File: src/hw/rtl/quadrature_position_speed_unit_macros.svh
// Assertion macros shared by the quadrature position/speed unit.
// Assumes clk_i and rst_ni are visible in the module that uses them.
`ifndef QUADRATURE_POSITION_SPEED_UNIT_MACROS_SVH
`define QUADRATURE_POSITION_SPEED_UNIT_MACROS_SVH
`ifndef NO_ASSERTIONS
`define QPSU_ASSERT(name, prop, msg) \
  name: assert property (@(posedge clk_i) disable iff (!rst_ni) prop) else $error(msg);
`define QPSU_NEVER(name, expr, msg) \
  name: assert property (@(posedge clk_i) disable iff (!rst_ni) !(expr)) else $error(msg);
`else
`define QPSU_ASSERT(name, prop, msg)
`define QPSU_NEVER(name, expr, msg)
`endif
`endif

File: src/hw/rtl/qps_pkg.sv
// Shared types, constants and the quadrature step table.
// No dependencies.
package qps_pkg;

  localparam int unsigned DATA_BITS  = 32;
  localparam int unsigned COUNT_BITS = 32;
  localparam int unsigned TIME_BITS  = 32;
  localparam int unsigned STEP_BITS  = $clog2(DATA_BITS);

  localparam logic [DATA_BITS-1:0] TIMEOUT_RESET = DATA_BITS'(100000);
  localparam logic [DATA_BITS-1:0] POS_MAX       = {1'b0, {(DATA_BITS-1){1'b1}}};
  localparam logic [DATA_BITS-1:0] NEG_MAX       = {1'b1, {(DATA_BITS-1){1'b0}}};

  typedef enum logic [1:0] {
    CMD_EDGE  = 2'd0,
    CMD_QUERY = 2'd1,
    CMD_LOAD  = 2'd2
  } cmd_e;

  typedef enum logic [1:0] {
    REG_SPEED_SCALE  = 2'd0,
    REG_STALE_LIMIT  = 2'd1,
    REG_PRESET_COUNT = 2'd2
  } cfg_reg_e;

  localparam logic [1:0] STEP_NONE = 2'b00;
  localparam logic [1:0] STEP_FWD  = 2'b01;
  localparam logic [1:0] STEP_REV  = 2'b11;

  // index {prev_b, prev_a, cur_b, cur_a}
  localparam logic [1:0] QUAD_TABLE [16] = '{
    STEP_NONE, STEP_FWD,  STEP_REV,  STEP_NONE,
    STEP_REV,  STEP_NONE, STEP_NONE, STEP_FWD,
    STEP_FWD,  STEP_NONE, STEP_NONE, STEP_REV,
    STEP_NONE, STEP_REV,  STEP_FWD,  STEP_NONE
  };

  typedef struct packed {
    logic load_item;
    logic update;
    logic div_start;
    logic clear_speed;
    logic load_out;
  } dp_cmd_t;

  typedef struct packed {
    logic speed_needed;
    logic div_busy;
    logic div_done;
  } dp_status_t;

endpackage

File: src/hw/rtl/qps_if.sv
// Request channel interfaces: input items, results and register writes.
// Depends on qps_pkg.
interface qps_in_if;
  logic                          valid;
  logic                          ready;
  logic [1:0]                    cmd;
  logic                          level_a;
  logic                          level_b;
  logic [qps_pkg::TIME_BITS-1:0] now_time;

  modport source (output valid, cmd, level_a, level_b, now_time, input ready);
  modport sink   (input valid, cmd, level_a, level_b, now_time, output ready);
endinterface

interface qps_out_if;
  logic                                 valid;
  logic                                 ready;
  logic signed [qps_pkg::DATA_BITS-1:0] position;
  logic signed [1:0]                    direction;
  logic        [qps_pkg::DATA_BITS-1:0] edge_interval;
  logic signed [qps_pkg::DATA_BITS-1:0] speed;

  modport source (output valid, position, direction, edge_interval, speed, input ready);
  modport sink   (input valid, position, direction, edge_interval, speed, output ready);
endinterface

interface qps_cfg_if;
  logic                          valid;
  logic                          ready;
  logic [1:0]                    index;
  logic [qps_pkg::DATA_BITS-1:0] data;

  modport source (output valid, index, data, input ready);
  modport sink   (input valid, index, data, output ready);
endinterface

File: src/hw/rtl/qps_div.sv
// Radix-2 restoring unsigned divider, one quotient bit per cycle.
// Depends on qps_pkg.
module qps_div (
  input  logic                          clk_i,
  input  logic                          rst_ni,
  input  logic                          start_i,
  input  logic [qps_pkg::DATA_BITS-1:0] dividend_i,
  input  logic [qps_pkg::DATA_BITS-1:0] divisor_i,
  output logic                          busy_o,
  output logic                          done_o,
  output logic [qps_pkg::DATA_BITS-1:0] quotient_o
);

  localparam int unsigned W = qps_pkg::DATA_BITS;

  logic                               busy_q, done_q;
  logic [qps_pkg::STEP_BITS-1:0]      cnt_q;
  logic [W-1:0]                       quo_q, rem_q, dsr_q;
  logic [W:0]                         rem_sh;
  logic [W+1:0]                       diff;

  assign rem_sh = {rem_q, quo_q[W-1]};
  assign diff   = {1'b0, rem_sh} - {2'b00, dsr_q};

  always_ff @(posedge clk_i or negedge rst_ni) begin
    if (!rst_ni) begin
      busy_q <= 1'b0;
      done_q <= 1'b0;
      cnt_q  <= '0;
    end else begin
      done_q <= 1'b0;
      if (start_i) begin
        busy_q <= 1'b1;
        cnt_q  <= '0;
      end else if (busy_q) begin
        cnt_q <= cnt_q + 1'b1;
        if (cnt_q == qps_pkg::STEP_BITS'(W - 1)) begin
          busy_q <= 1'b0;
          done_q <= 1'b1;
        end
      end
    end
  end

  always_ff @(posedge clk_i) begin
    if (start_i) begin
      quo_q <= dividend_i;
      rem_q <= '0;
      dsr_q <= divisor_i;
    end else if (busy_q) begin
      quo_q <= {quo_q[W-2:0], ~diff[W+1]};
      rem_q <= diff[W+1] ? rem_sh[W-1:0] : diff[W-1:0];
    end
  end

  assign busy_o     = busy_q;
  assign done_o     = done_q;
  assign quotient_o = quo_q;

endmodule

File: src/hw/rtl/qps_datapath.sv
// Datapath: config registers, count/time state, speed saturation and result register.
// Depends on qps_pkg and qps_div.
module qps_datapath (
  input  logic                                 clk_i,
  input  logic                                 rst_ni,
  input  qps_pkg::dp_cmd_t                     cmd_i,
  output qps_pkg::dp_status_t                  status_o,
  input  logic [1:0]                           in_cmd_i,
  input  logic                                 in_level_a_i,
  input  logic                                 in_level_b_i,
  input  logic [qps_pkg::TIME_BITS-1:0]        in_now_time_i,
  input  logic                                 cfg_write_i,
  input  logic [1:0]                           cfg_index_i,
  input  logic [qps_pkg::DATA_BITS-1:0]        cfg_data_i,
  output logic signed [qps_pkg::DATA_BITS-1:0] position_o,
  output logic signed [1:0]                    direction_o,
  output logic [qps_pkg::DATA_BITS-1:0]        edge_interval_o,
  output logic signed [qps_pkg::DATA_BITS-1:0] speed_o
);

  localparam int unsigned W  = qps_pkg::DATA_BITS;
  localparam int unsigned CW = qps_pkg::COUNT_BITS;
  localparam int unsigned TW = qps_pkg::TIME_BITS;

  logic [W-1:0]  speed_scale_q, timeout_q, preset_q;
  logic [1:0]    item_cmd_q, item_pins_q;
  logic [TW-1:0] item_now_q;
  logic [1:0]    prev_pins_q, dir_q;
  logic [CW-1:0] count_q;
  logic [TW-1:0] last_time_q, interval_q;
  logic [W-1:0]  speed_q;
  logic          live_q;
  logic [TW-1:0] elapsed;
  logic [1:0]    step;
  logic [W-1:0]  quotient, speed_sat;
  logic          div_busy, div_done;

  always_ff @(posedge clk_i or negedge rst_ni) begin
    if (!rst_ni) begin
      speed_scale_q <= '0;
      timeout_q     <= qps_pkg::TIMEOUT_RESET;
      preset_q      <= '0;
    end else if (cfg_write_i) begin
      unique case (cfg_index_i)
        qps_pkg::REG_SPEED_SCALE:  speed_scale_q <= cfg_data_i;
        qps_pkg::REG_STALE_LIMIT:  timeout_q     <= cfg_data_i;
        qps_pkg::REG_PRESET_COUNT: preset_q      <= cfg_data_i;
        default: ;
      endcase
    end
  end

  always_ff @(posedge clk_i) begin
    if (cmd_i.load_item) begin
      item_cmd_q  <= in_cmd_i;
      item_pins_q <= {in_level_b_i, in_level_a_i};
      item_now_q  <= in_now_time_i;
    end
  end

  assign elapsed = item_now_q - last_time_q;
  assign step    = qps_pkg::QUAD_TABLE[{prev_pins_q, item_pins_q}];

  always_comb begin
    if (dir_q == qps_pkg::STEP_FWD) begin
      speed_sat = (quotient > qps_pkg::POS_MAX) ? qps_pkg::POS_MAX : quotient;
    end else begin
      speed_sat = (quotient > qps_pkg::NEG_MAX) ? qps_pkg::NEG_MAX : W'(0) - quotient;
    end
  end

  always_ff @(posedge clk_i or negedge rst_ni) begin
    if (!rst_ni) begin
      prev_pins_q <= '0;
      dir_q       <= qps_pkg::STEP_NONE;
      count_q     <= '0;
      last_time_q <= '0;
      interval_q  <= '0;
      speed_q     <= '0;
      live_q      <= 1'b0;
    end else begin
      if (cmd_i.update) begin
        if (item_cmd_q == qps_pkg::CMD_EDGE) begin
          dir_q       <= step;
          prev_pins_q <= item_pins_q;
          interval_q  <= elapsed;
          last_time_q <= item_now_q;
          count_q     <= count_q + {{(CW-2){step[1]}}, step};
          live_q      <= 1'b1;
        end else begin
          if (item_cmd_q == qps_pkg::CMD_LOAD) begin
            count_q <= CW'(preset_q);
          end
          live_q <= (W'(elapsed) < timeout_q);
        end
      end
      if (cmd_i.clear_speed) begin
        speed_q <= '0;
      end else if (div_done) begin
        speed_q <= speed_sat;
      end
    end
  end

  always_ff @(posedge clk_i) begin
    if (cmd_i.load_out) begin
      position_o      <= W'(signed'(count_q));
      direction_o     <= dir_q;
      edge_interval_o <= W'(interval_q);
      speed_o         <= speed_q;
    end
  end

  qps_div u_div (
    .clk_i      (clk_i),
    .rst_ni     (rst_ni),
    .start_i    (cmd_i.div_start),
    .dividend_i (speed_scale_q),
    .divisor_i  (W'(interval_q)),
    .busy_o     (div_busy),
    .done_o     (div_done),
    .quotient_o (quotient)
  );

  assign status_o.speed_needed = live_q && (interval_q != '0) && (dir_q != qps_pkg::STEP_NONE);
  assign status_o.div_busy     = div_busy;
  assign status_o.div_done     = div_done;

endmodule

File: src/hw/rtl/qps_ctrl.sv
// Controller: sequences accept, state update, division and result load.
// Depends on qps_pkg and the assertion macro header.
`include "quadrature_position_speed_unit_macros.svh"

module qps_ctrl (
  input  logic                clk_i,
  input  logic                rst_ni,
  input  logic                in_valid_i,
  output logic                in_ready_o,
  output logic                out_valid_o,
  input  logic                out_ready_i,
  output qps_pkg::dp_cmd_t    dp_cmd_o,
  input  qps_pkg::dp_status_t dp_status_i
);

  typedef enum logic [2:0] {
    ST_IDLE,
    ST_UPDATE,
    ST_START,
    ST_DIV,
    ST_FINISH
  } state_e;

  state_e state_q;
  logic   out_valid_q;
  logic   in_accept, slot_free;

  assign in_ready_o  = (state_q == ST_IDLE);
  assign in_accept   = in_valid_i && in_ready_o;
  assign slot_free   = !out_valid_q || out_ready_i;
  assign out_valid_o = out_valid_q;

  assign dp_cmd_o.load_item   = in_accept;
  assign dp_cmd_o.update      = (state_q == ST_UPDATE);
  assign dp_cmd_o.div_start   = (state_q == ST_START) && dp_status_i.speed_needed;
  assign dp_cmd_o.clear_speed = (state_q == ST_START) && !dp_status_i.speed_needed;
  assign dp_cmd_o.load_out    = (state_q == ST_FINISH) && slot_free;

  always_ff @(posedge clk_i or negedge rst_ni) begin
    if (!rst_ni) begin
      state_q     <= ST_IDLE;
      out_valid_q <= 1'b0;
    end else begin
      if (dp_cmd_o.load_out) begin
        out_valid_q <= 1'b1;
      end else if (out_ready_i) begin
        out_valid_q <= 1'b0;
      end
      unique case (state_q)
        ST_IDLE: begin
          if (in_accept) state_q <= ST_UPDATE;
        end
        ST_UPDATE: state_q <= ST_START;
        ST_START: begin
          state_q <= dp_status_i.speed_needed ? ST_DIV : ST_FINISH;
        end
        ST_DIV: begin
          if (dp_status_i.div_done) state_q <= ST_FINISH;
        end
        ST_FINISH: begin
          if (slot_free) state_q <= ST_IDLE;
        end
        default: state_q <= ST_IDLE;
      endcase
    end
  end

  `QPSU_ASSERT(a_accept_blocks, in_accept |=> !in_ready_o, "accepted while busy")
  `QPSU_NEVER(a_start_while_busy, dp_cmd_o.div_start && dp_status_i.div_busy, "divider restarted")
  `QPSU_ASSERT(a_done_in_div, dp_status_i.div_done |-> state_q == ST_DIV, "stray divide done")
  `QPSU_ASSERT(a_load_slot_free, dp_cmd_o.load_out |=> out_valid_q, "result not presented")

endmodule

File: src/hw/rtl/quadrature_position_speed_unit.sv
// Quadrature decoder with position count and period-based speed; top level.
// Each request passes accept, state update, divider start or speed clear, division if needed, then result load.
// Handles one request at a time; the 32-step divider runs only when a speed is needed.
// Next request is accepted in the cycle after the result is loaded, even if it is not yet taken.
// Reset: count, previous pins, last edge time, interval, speed zero; speed timeout 100000; no clearing pass.
module quadrature_position_speed_unit (
  input  logic      clk_i,
  input  logic      rst_ni,
  qps_in_if.sink    in_i,
  qps_out_if.source out_o,
  qps_cfg_if.sink   cfg_i
);

  qps_pkg::dp_cmd_t    dp_cmd;
  qps_pkg::dp_status_t dp_status;

  assign cfg_i.ready = 1'b1;

  qps_ctrl u_ctrl (
    .clk_i       (clk_i),
    .rst_ni      (rst_ni),
    .in_valid_i  (in_i.valid),
    .in_ready_o  (in_i.ready),
    .out_valid_o (out_o.valid),
    .out_ready_i (out_o.ready),
    .dp_cmd_o    (dp_cmd),
    .dp_status_i (dp_status)
  );

  qps_datapath u_datapath (
    .clk_i           (clk_i),
    .rst_ni          (rst_ni),
    .cmd_i           (dp_cmd),
    .status_o        (dp_status),
    .in_cmd_i        (in_i.cmd),
    .in_level_a_i    (in_i.level_a),
    .in_level_b_i    (in_i.level_b),
    .in_now_time_i   (in_i.now_time),
    .cfg_write_i     (cfg_i.valid),
    .cfg_index_i     (cfg_i.index),
    .cfg_data_i      (cfg_i.data),
    .position_o      (out_o.position),
    .direction_o     (out_o.direction),
    .edge_interval_o (out_o.edge_interval),
    .speed_o         (out_o.speed)
  );

endmodule
File: src/flat_wrapper.sv
// flat-port wrapper written by rule: the top's interface ports become plain ports
module quadrature_position_speed_unit_flat 
  (clk_i, rst_ni, in_i_valid, in_i_cmd, in_i_level_a, in_i_level_b, in_i_now_time, in_i_ready, out_o_valid, out_o_position, out_o_direction, out_o_edge_interval, out_o_speed, out_o_ready, cfg_i_valid, cfg_i_index, cfg_i_data, cfg_i_ready);
  qps_in_if in_i_i ();
  qps_out_if out_o_i ();
  qps_cfg_if cfg_i_i ();
  input  logic clk_i;
  input  logic rst_ni;
  input wire logic [$bits(in_i_i.valid)-1:0] in_i_valid;
  input wire logic [$bits(in_i_i.cmd)-1:0] in_i_cmd;
  input wire logic [$bits(in_i_i.level_a)-1:0] in_i_level_a;
  input wire logic [$bits(in_i_i.level_b)-1:0] in_i_level_b;
  input wire logic [$bits(in_i_i.now_time)-1:0] in_i_now_time;
  output wire logic [$bits(in_i_i.ready)-1:0] in_i_ready;
  output wire logic [$bits(out_o_i.valid)-1:0] out_o_valid;
  output wire logic [$bits(out_o_i.position)-1:0] out_o_position;
  output wire logic [$bits(out_o_i.direction)-1:0] out_o_direction;
  output wire logic [$bits(out_o_i.edge_interval)-1:0] out_o_edge_interval;
  output wire logic [$bits(out_o_i.speed)-1:0] out_o_speed;
  input wire logic [$bits(out_o_i.ready)-1:0] out_o_ready;
  input wire logic [$bits(cfg_i_i.valid)-1:0] cfg_i_valid;
  input wire logic [$bits(cfg_i_i.index)-1:0] cfg_i_index;
  input wire logic [$bits(cfg_i_i.data)-1:0] cfg_i_data;
  output wire logic [$bits(cfg_i_i.ready)-1:0] cfg_i_ready;
  assign in_i_i.valid = in_i_valid;
  assign in_i_i.cmd = in_i_cmd;
  assign in_i_i.level_a = in_i_level_a;
  assign in_i_i.level_b = in_i_level_b;
  assign in_i_i.now_time = in_i_now_time;
  assign in_i_ready = in_i_i.ready;
  assign out_o_valid = out_o_i.valid;
  assign out_o_position = out_o_i.position;
  assign out_o_direction = out_o_i.direction;
  assign out_o_edge_interval = out_o_i.edge_interval;
  assign out_o_speed = out_o_i.speed;
  assign out_o_i.ready = out_o_ready;
  assign cfg_i_i.valid = cfg_i_valid;
  assign cfg_i_i.index = cfg_i_index;
  assign cfg_i_i.data = cfg_i_data;
  assign cfg_i_ready = cfg_i_i.ready;
  quadrature_position_speed_unit u_core (.clk_i(clk_i), .rst_ni(rst_ni), .in_i(in_i_i), .out_o(out_o_i), .cfg_i(cfg_i_i));
endmodule
File: config.mk
export PLATFORM = sky130hd
export DESIGN_NAME = quadrature_position_speed_unit_flat
export DESIGN_NICKNAME = d
export VERILOG_FILES = /design/src/hw/rtl/qps_pkg.sv /design/src/hw/rtl/qps_if.sv /design/src/hw/rtl/qps_div.sv /design/src/hw/rtl/qps_datapath.sv /design/src/hw/rtl/qps_ctrl.sv /design/src/hw/rtl/quadrature_position_speed_unit.sv /design/src/flat_wrapper.sv
export VERILOG_INCLUDE_DIRS = /design/src /design/src/hw/rtl
export SDC_FILE = /design/constraint.sdc
export NUM_CORES = 1
export LEC_CHECK = 0
export ABC_AREA = 1
export BUFFER_PORTS_ARGS = -buffer_cell sky130_fd_sc_hd__buf_4
export CAP_MARGIN = 0
export CORE_MARGIN = 1
export CORE_UTILIZATION = 40
export DETAILED_ROUTE_END_ITERATION = 6
export GPL_ROUTABILITY_DRIVEN = 1
export PLACE_DENSITY = 0.62
export SLEW_MARGIN = 5
export SYNTH_ARGS = -nofsm -noshare
export SYNTH_HDL_FRONTEND = slang
export SYNTH_HIERARCHICAL = 1
export SYNTH_SLANG_ARGS = --single-unit
File: constraint.sdc
create_clock -name clk_i -period 13.2 [get_ports clk_i]
set_clock_uncertainty 0.05 [all_clocks]
set_input_delay 1.98 -clock clk_i [delete_from_list [all_inputs] [get_ports clk_i]]
set_output_delay 1.98 -clock clk_i [all_outputs]
set_load 0.03 [all_outputs]
# After elaboration in Yosys (flattened, before gate mapping)

Memory sizes are Yosys's and may differ from the RTL's.
Index checks and enable logic that the tools add are counted.

Eq/ne operators: 12
Reductions and logical operators: 24
$lt $le $gt $ge: 4
Add/subtract/negate cells: 5
Multiplexer cells: 28
Bitwise gates (word level): 2

Operators by type and width:

| kind                                                                               | count |
|---|---|
| 32-bit 2-to-1 mux                                                                  | 10 |
| 33-bit by 32-bit subtractor with 34-bit output                                     | 1 |
| 32-bit adder                                                                       | 1 |
| 32-bit by 31-bit greater-than comparator with 1-bit output (second input constant) | 1 |
| 32-bit greater-than comparator (second input constant)                             | 1 |
| 32-bit less-than comparator                                                        | 1 |
| 32-bit nonzero test                                                                | 1 |
| 1-bit by 32-bit subtractor with 32-bit output (first input constant)               | 1 |
| 32-bit subtractor                                                                  | 1 |
| 3-bit one-hot mux with 5 select lines                                              | 1 |
| 3-bit 2-to-1 mux                                                                   | 4 |
| 5-bit 2-to-1 mux                                                                   | 2 |
| 2-bit AND reduction                                                                | 5 |
| 2-bit nonzero test                                                                 | 5 |
| 1-bit 2-to-1 mux                                                                   | 9 |
| 3-bit by 2-bit equality test with 1-bit output (second input constant)             | 2 |
| 1-bit logical AND                                                                  | 6 |
| 5-bit by 1-bit adder with 5-bit output (second input constant)                     | 1 |
| 5-bit equality test (second input constant)                                        | 1 |
| 5-bit greater-or-equal comparator (second input constant)                          | 1 |
| 4-bit inverter with 5-bit output                                                   | 1 |
| 2-bit by 1-bit equality test with 1-bit output (second input constant)             | 2 |
| 2-bit equality test (second input constant)                                        | 2 |
| 2-bit zero test                                                                    | 2 |
| other kinds (10)                                                                   | 13 |

Flip-flop bits (word level): 470
Output and inout bits: 101
Logic and storage cells: 101
Memories: 1
Input port bits: 75
Memory bits (read-only): 32

Memories:

| name            | words | width | read ports | clocked after memory_dff | wr ports | RTL line           | source |
|---|---|---|---|---|---|---|---|
| (no name shown) | 16    | 2     | 1          | 0                        | 0        | qps_datapath.sv:62 | `assign step = qps_pkg::QUAD_TABLE[{prev_pins_q, item_pins_q}];` |

# Logic depth before layout (Yosys ltp)

Gate-level depths: netlist of run 1.

Depth after elaboration: 6
Mapped depth: 23
Gate-level depth less buffers: 23

# Modules after synthesis

Netlist of run 1, hierarchy kept.

By module, submodules not included:

| module                         | times used | seq. area each (µm²) | cells an instance | area an instance (µm²) |
|---|---|---|---|---|
| qps_datapath                   | 1          | 9761.9               | 2421              | 19487.4 |
| qps_div                        | 1          | 2737.6               | 979               | 6812.8 |
| qps_ctrl                       | 1          | 100.1                | 37                | 252.7 |
| quadrature_position_speed_unit | 1          | 0.0                  | 2                 | 11.3 |

# Worst setup path after synthesis of run 1

OpenSTA, ideal clock, no wires.

Path kind: input port to flip-flop
Start point: input port out_o_ready
End point: register u_core.u_datapath.direction_o[0], enable pin
Path buffers: 0
Data required time: 12595 ps
Arrival: 6095 ps
Slack: 6500 ps
Library setup time: 555 ps
Stages: 2
Cells stage by stage: nor2_1 > nor2_1

RTL lines:

| item                 | RTL line            | source |
|---|---|---|
| from (decl)          | flat_wrapper.sv:20  | `input wire logic [$bits(out_o_i.ready)-1:0] out_o_ready;` |
| to (signal assigned) | qps_datapath.sv:108 | `direction_o <= dir_q;` |
| to (decl)            | qps_datapath.sv:16  | `output logic signed [1:0] direction_o,` |

# Final worst setup path of run 1

Start point: register u_core.u_ctrl.state_q[0]
End point: output port in_i_ready

Cells in the longest elaborated chain, start to end: 1

Ends and longest elaborated chain:

| item                   | RTL line           | source |
|---|---|---|
| from (decl)            | qps_ctrl.sv:24     | `state_e state_q;` |
| from (signal assigned) | qps_ctrl.sv:55     | `state_q <= dp_status_i.speed_needed ? ST_DIV : ST_FINISH;` |
| 3-bit zero test        | qps_ctrl.sv:28     | `assign in_ready_o = (state_q == ST_IDLE);` |
| to (decl)              | flat_wrapper.sv:14 | `output wire logic [$bits(in_i_i.ready)-1:0] in_i_ready;` |

No other way between the ends.

==> summary.md, run 1 <==
| Metric | Value |
|---|---|
| Dpl hpwl | `54900 um` |
| Initial antenna violation count | `0` |
| Final GP Congestion | `0.930` |
| WP data arrival | `1850 ps` |
| Fin Setup TNS | `0 ps` |
| DR WL/cell | `16.0 um` |
| Fin. Hold Viols | `0` |
| Avg Cell Area, Syn | `7.72 um^2` |
| Crit. End Element | `primary output` |
| Worst Max-Slew Pin Slew | `1130 ps` |
| RSZ-0062 raised after global routing | `false` |
| Crit share post-route | `29.4%` |
| Chip height | `260 um` |
| Timing startpoint of the critical path | `u_core/u_ctrl/state_q[0]$_DFFE_PN0P_` |
| CTS Buf Count | `50` |
| Peak VDD IR | `94.6 uV` |
| Row count | `94` |
| Gr usage total | `21.4%` |
| Full die area | `67400 um^2` |
| WP data required | `11170 ps` |
| Slew Viols, Final | `0` |
| Starting Density | `40.4%` |
| DRT iter0 DRCs | `1652` |
| Syn. warnings | `6` |
| Area Overhead vs Synth | `14.4%` |
| Fin nets | `3805` |
| CORE AREA | `65700 um^2` |
| Minimum clock period | `3880 ps` |
| Cells after synthesis | `3438` |
| WS Path Type | `reg -> out` |
| DRC errors left | `0` |
| Synthesized area | `26600 um^2` |
| Fill count | `6512` |
| Fmax | `0.258 GHz` |
| Synth Net Count | `3648` |
| Largest net degree at the start of global routing | `163` |
| First drt pass iteration count | `5` |
| Global-route wire length before repair | `113000 um` |
| Outcome | `finished, final reports clean` |
| Max-Cap Viols | `0` |
| FF-to-FF Start | `u_core/u_datapath/item_pins_q[0]$_DFFE_PP_` |
| Worst skew pair latency | `610 ps` |
| Crit start category | `flop` |
| H-tree levels | `2` |
| Detail-routed via count per cell | `4.85` |
| Resize count post-CTS | `0` |
| Routed Antenna Nets | `0` |
| Leakage power | `15.4 nW` |
| CTS Root Cell | `clkbuf_16` |
| DIE WIDTH | `260 um` |
| Clock sinks | `470` |
| Buffers on Ports | `174` |
| I/O Pins | `176` |
| Vias in the first global route | `20624` |
| Routed WL | `72200 um` |
| Gr ovfl total | `0` |
| Min-delay worst type | `reg -> reg` |
| Slew HR | `24.6%` |
| Worst-path clk slew | `60 ps` |
| Post-CTS setup buffer count | `0` |
| Power per cell area | `254 nW/um^2` |
| Total power | `7.72 mW` |
| Share of cells above drive strength 1 | `8.99%` |
| Clock Path Buffers | `3` |
| Routed via count | `21807` |
| Fin area | `30400 um^2` |
| CTS tree | `done` |
| Setup violations, final | `0` |
| Hold_buf cts | `0` |
| Hold Startpoint | `u_core/u_datapath/speed_q[25]$_DFFE_PN0P_` |
| Placed cell areas | `28700 um^2` |
| Reg2reg setup slack | `9570 ps` |
| Worst-path maximum fanout | `5` |
| Ant diodes | `0` |
-- report_power, final --
group | internal [mW] | switching, mW
sequential | 2.04 | 0.336
clock | 0.848 | 0.593
combinational | 1.32 | 2.58
total | 4.21 | 3.51
-- critical path, stage by stage (launching register included) --
cell,delay (ps)
dfrtp_1,430
nor2_2,290
nand2_1,160
inv_1,180
buf_4,190
-- worst paths after layout --
path                            depth (start not counted)                                           end
worst max-delay path                                    4                                    in_i_ready
worst min-delay path                                    0       u_core/u_datapath/speed_o[25]$_DFFE_PP_
worst max register to register                         17     u_core/u_datapath/count_q[28]$_DFFE_PN0P_
worst min register to register                          0       u_core/u_datapath/speed_o[25]$_DFFE_PP_
max in group asynchronous                               2  u_core/u_datapath/interval_q[26]$_DFFE_PN0P_
min in group asynchronous                               1     u_core/u_datapath/count_q[17]$_DFFE_PN0P_
-- per-layer routing --
layer  vias up  GRT usage, %  wire (um)
li1      11201             -          -
met2       410          34.3      32700
met1     10102          30.2      34300
met3        94          2.87       3250
met5         -             0          0
met4         0          6.11       1860
-- area by class of cell --
| type | count | area (um^2) | share of cell area, % |
|---|---|---|---|
| clock buffers | 72 | 1460 | 4.80 |
| flip-flops and latches | 470 | 12600 | 41.5 |
| clock inverters | 21 | 228 | 0.749 |
| inverters | 542 | 2040 | 6.70 |
| multi-input cells | 2344 | 11600 | 38.1 |
| well taps | 864 | 1080 | 3.56 |
| repair buffers | 187 | 1420 | 4.69 |
-- layout by cell type (no fill, tap or decap), types with 13 or more instances in the layout --
cell type / n
a21oi_1: 96
and2_1: 19
buf_4: 185
clkbuf_1: 13
clkbuf_16: 53
dfrtp_1: 234
dfxtp_1: 32
edfxtp_1: 198
ha_1: 132
inv_1: 530
nand2_1: 1183
nand3_1: 225
nand3b_1: 23
nand4_1: 29
nor2_1: 224
nor3_1: 23
o21ai_0: 220
o21ai_1: 31
xnor2_1: 19
xor2_1: 35
-- metrics by stage --
stage / std cells / hold WS [ps] / worst slack [ps] / utilization (%)
floorplan: 3438 / 375 / 6500 / -
global placement: 4407 / 381 / 9210 / 43.7
detailed placement: 4407 / 384 / 9180 / 43.7
CTS: 4500 / 398 / 9290 / 46.2
global route: 4500 / 403 / 9270 / 46.2
finish: 4500 / 396 / 9320 / 46.2
(Power assumes the default switching activity.)
==> run 2: changes to the inputs <==
==> constraint.sdc (replaced) <==
create_clock -name clk_i -period 3.6 [get_ports clk_i]
set_clock_uncertainty 0.05 [all_clocks]
set_input_delay 0.54 -clock clk_i [delete_from_list [all_inputs] [get_ports clk_i]]
set_output_delay 0.54 -clock clk_i [all_outputs]
set_load 0.03 [all_outputs]
==> summary.md, run 2 (synthesis gave the netlist of run 1 again) <==
| Metric | Value |
|---|---|
| Outcome | `finished, final reports clean (unchanged)` |
| Gr usage total | `22.0% (was 21.4%)` |
| Global-route wire length before repair | `116000 um (was 113000 um)` |
| FF-to-FF Start | `u_core/u_datapath/item_pins_q[1]$_DFFE_PP_ (was u_core/u_datapath/item_pins_q[0]$_DFFE_PP_)` |
| DRC errors left | `0 (unchanged)` |
| Peak VDD IR | `442 uV (was 94.6 uV)` |
| Slew HR | `28.2% (was 24.6%)` |
| First drt pass iteration count | `5 (unchanged)` |
| Fill count | `6563 (was 6512)` |
| Vias in the first global route | `21092 (was 20624)` |
| Slew Viols, Final | `0 (unchanged)` |
| CORE AREA | `65700 um^2 (unchanged)` |
| WS Path Type | `reg -> reg (was reg -> out)` |
| Clk network pwr share | `18.6% (was 18.7%)` |
| Fin nets | `3824 (was 3805)` |
| End of the critical path | `u_core/u_datapath/count_q[16]$_DFFE_PN0P_ (was in_i_ready)` |
| Row count | `94 (unchanged)` |
| Area Overhead vs Synth | `15.2% (was 14.4%)` |
| Combinational power share | `51.0% (was 50.5%)` |
| CTS Root Cell | `clkbuf_16 (unchanged)` |
| Hold Slack | `39.1 ps (was 396 ps)` |
| Most used cell, CP | `nand2_1` |
| Commonest non-fill, non-tap cell in the layout | `nand2_1 (unchanged)` |
| Seq pwr share | `30.4% (was 30.8%)` |
| Fin. Hold Viols | `0 (unchanged)` |
| Reg2reg setup slack | `400 ps (was 9570 ps)` |
| Detail-routed via count per cell | `4.90 (was 4.85)` |
| Dpl hpwl | `57000 um (was 54900 um)` |
| Sw frac | `45.7% (was 45.5%)` |
| WP data arrival | `3650 ps (was 1850 ps)` |
| Crit start category | `flop (unchanged)` |
| Final GP Congestion | `0.926 (was 0.930)` |
| P_sw | `13.1 mW (was 3.51 mW)` |
| Minimum clock period | `3200 ps` |
| RSZ-0062 raised after global routing | `false (unchanged)` |
| WP data required | `4050 ps (was 11170 ps)` |
| Most frequent cells in the layout | `1183 x nand2_1, 530 x inv_1, 234 x dfrtp_1 (unchanged)` |
| Crit path cell chain | `inv_1 -> ha_1 -> xnor2_1 -> xor2_1 -> inv_1 -> ha_1 -> inv_1 -> fa_1 -> inv_1 -> nand3_1 -> nand3_1 -> nand2_1 -> nand2_1 -> nand2_1 -> nand3_1 -> nand2_1 -> o21ai_0 -> nand2_1 (was nor2_2 -> nand2_1 -> inv_1 -> buf_4)` |
| CTS tree | `done (unchanged)` |
| H-tree levels | `2 (unchanged)` |
| Largest net degree at the start of global routing | `105 (was 163)` |
| Post-CTS setup buffer count | `0 (unchanged)` |
| Routed WL | `73900 um (was 72200 um)` |
| Placed cell areas | `28900 um^2 (was 28700 um^2)` |
| Crit share post-route | `88.9%` |
| Clock sinks | `470 (unchanged)` |
| Routed via count | `22137 (was 21807)` |
| Worst reg-to-reg path cell count | `18 (was 17)` |
| Worst skew pair latency | `620 ps (was 610 ps)` |
| Initial antenna violation count | `6 (was 0)` |
| Timing startpoint of the critical path | `u_core/u_datapath/item_pins_q[1]$_DFFE_PP_ (was u_core/u_ctrl/state_q[0]$_DFFE_PN0P_)` |
| Min-delay worst type | `in -> reg (was reg -> reg)` |
| Clock Path Buffers | `3 (unchanged)` |
| I/O Pins | `176 (unchanged)` |
| CTS Buf Count | `49 (was 50)` |
| Worst-path clk slew | `60 ps (about the same)` |
| Gr ovfl total | `0 (unchanged)` |
| Slowest-stage cell, CP | `edfxtp_1 (was dfrtp_1)` |
| DR WL/cell | `16.4 um (was 16.0 um)` |
| Buffers on Ports | `174 (unchanged)` |
| Share of cells above drive strength 1 | `9.47% (was 8.99%)` |
| Setup violations, final | `0 (unchanged)` |
| Power Internal | `15.5 mW (was 4.21 mW)` |
| Chip height | `260 um (unchanged)` |
| Worst-path maximum fanout | `3 (was 5)` |
| Starting Density | `40.4% (unchanged)` |
| DIE WIDTH | `260 um (unchanged)` |
| Fmax | `0.312 GHz` |
| Fin Setup TNS | `0 ps (unchanged)` |
| Terminus of the critical flop-to-flop path | `u_core/u_datapath/count_q[16]$_DFFE_PN0P_ (was u_core/u_datapath/count_q[28]$_DFFE_PN0P_)` |
| Full die area | `67400 um^2 (unchanged)` |
| Fin area | `30600 um^2 (was 30400 um^2)` |
| Worst Max-Slew Pin Slew | `1080 ps (was 1130 ps)` |
| Leakage power | `15.5 nW (was 15.4 nW)` |
| Max stage delay on crit path | `410 ps (was 430 ps)` |
| Max-Cap Viols | `0 (unchanged)` |
| Total power | `28.6 mW (was 7.72 mW)` |
| Routed Antenna Nets | `0 (unchanged)` |
| Crit. End Element | `flop (was primary output)` |
| Power per cell area | `934 nW/um^2 (was 254 nW/um^2)` |
| DRT iter0 DRCs | `1539 (was 1652)` |
run 2: layer usage:
metal  wire, um  up-vias  track usage, %
met5          0        -               0
met4       2390        0            7.55
met3       3970      118            3.30
met2      33100      503            34.7
met1      34400    10259            30.8
li1           -    11257               -
run 2: worst min path at each step:
| stage | startpoint | endpoint | cells past startpoint |
|---|---|---|---|
| finish | in_i_level_b | u_core/u_datapath/item_pins_q[1]$_DFFE_PP_ | 1 |
| global route | in_i_level_b | u_core/u_datapath/item_pins_q[1]$_DFFE_PP_ | 1 |
| CTS | in_i_level_b | u_core/u_datapath/item_pins_q[1]$_DFFE_PP_ | 1 |
| detailed placement | u_core/u_datapath/speed_q[11]$_DFFE_PN0P_ | u_core/u_datapath/speed_o[11]$_DFFE_PP_ | 0 |
| global placement | u_core/u_datapath/speed_q[28]$_DFFE_PN0P_ | u_core/u_datapath/speed_o[28]$_DFFE_PP_ | 0 |
| floorplan | rst_ni | u_core/u_ctrl/out_valid_o$_DFFE_PN0P_ | 0 |
run 2: power groups by stage:
stage | Clock [mW] | Sequential, mW | Combinational, mW
floorplan | 0 | 8.64 | 10.4
global placement | 0 | 8.76 | 14.3
detailed placement | 0 | 8.78 | 14.5
CTS | 5.45 | 8.69 | 14.6
global route | 5.62 | 8.88 | 16.6
finish | 5.31 | 8.69 | 14.6
run 2: metrics by stage:
stage,worst slack [ps],utilization (%),cells
after floorplan,75.1,-,3438
after global placement,478,44.0,4426
after detailed placement,453,44.0,4426
after CTS,446,46.5,4519
after global routing,98.3,46.5,4519
final,399,46.5,4520
run 2: final cells by class:
type / count / area (um^2) / area share [%]
Antenna cell: 1 / 2.50 / 0.00818
Clock buffer: 63 / 1300 / 4.25
Clock inverter: 29 / 379 / 1.24
Inverter: 542 / 2040 / 6.65
Multi-Input combinational cell: 2344 / 11600 / 37.8
Sequential cell: 470 / 12600 / 41.2
Tap cell: 864 / 1080 / 3.53
Timing Repair Buffer: 207 / 1630 / 5.32
run 2: what timing repair did:
item / 4_1_cts / 5_1_grt
gates resized for setup: 0 / 0
hold buffers: 1 / 0
endpoints found under the hold margin: 81 / 0
run 2: critical path: cells and delay by family, from the launching register on:
family,cells,cell delay [ps]
buf+inv,4,370
compound gates,1,290
flops,1,410
xor+xnor,2,290
fa+ha+maj,3,850
simple gates,8,820
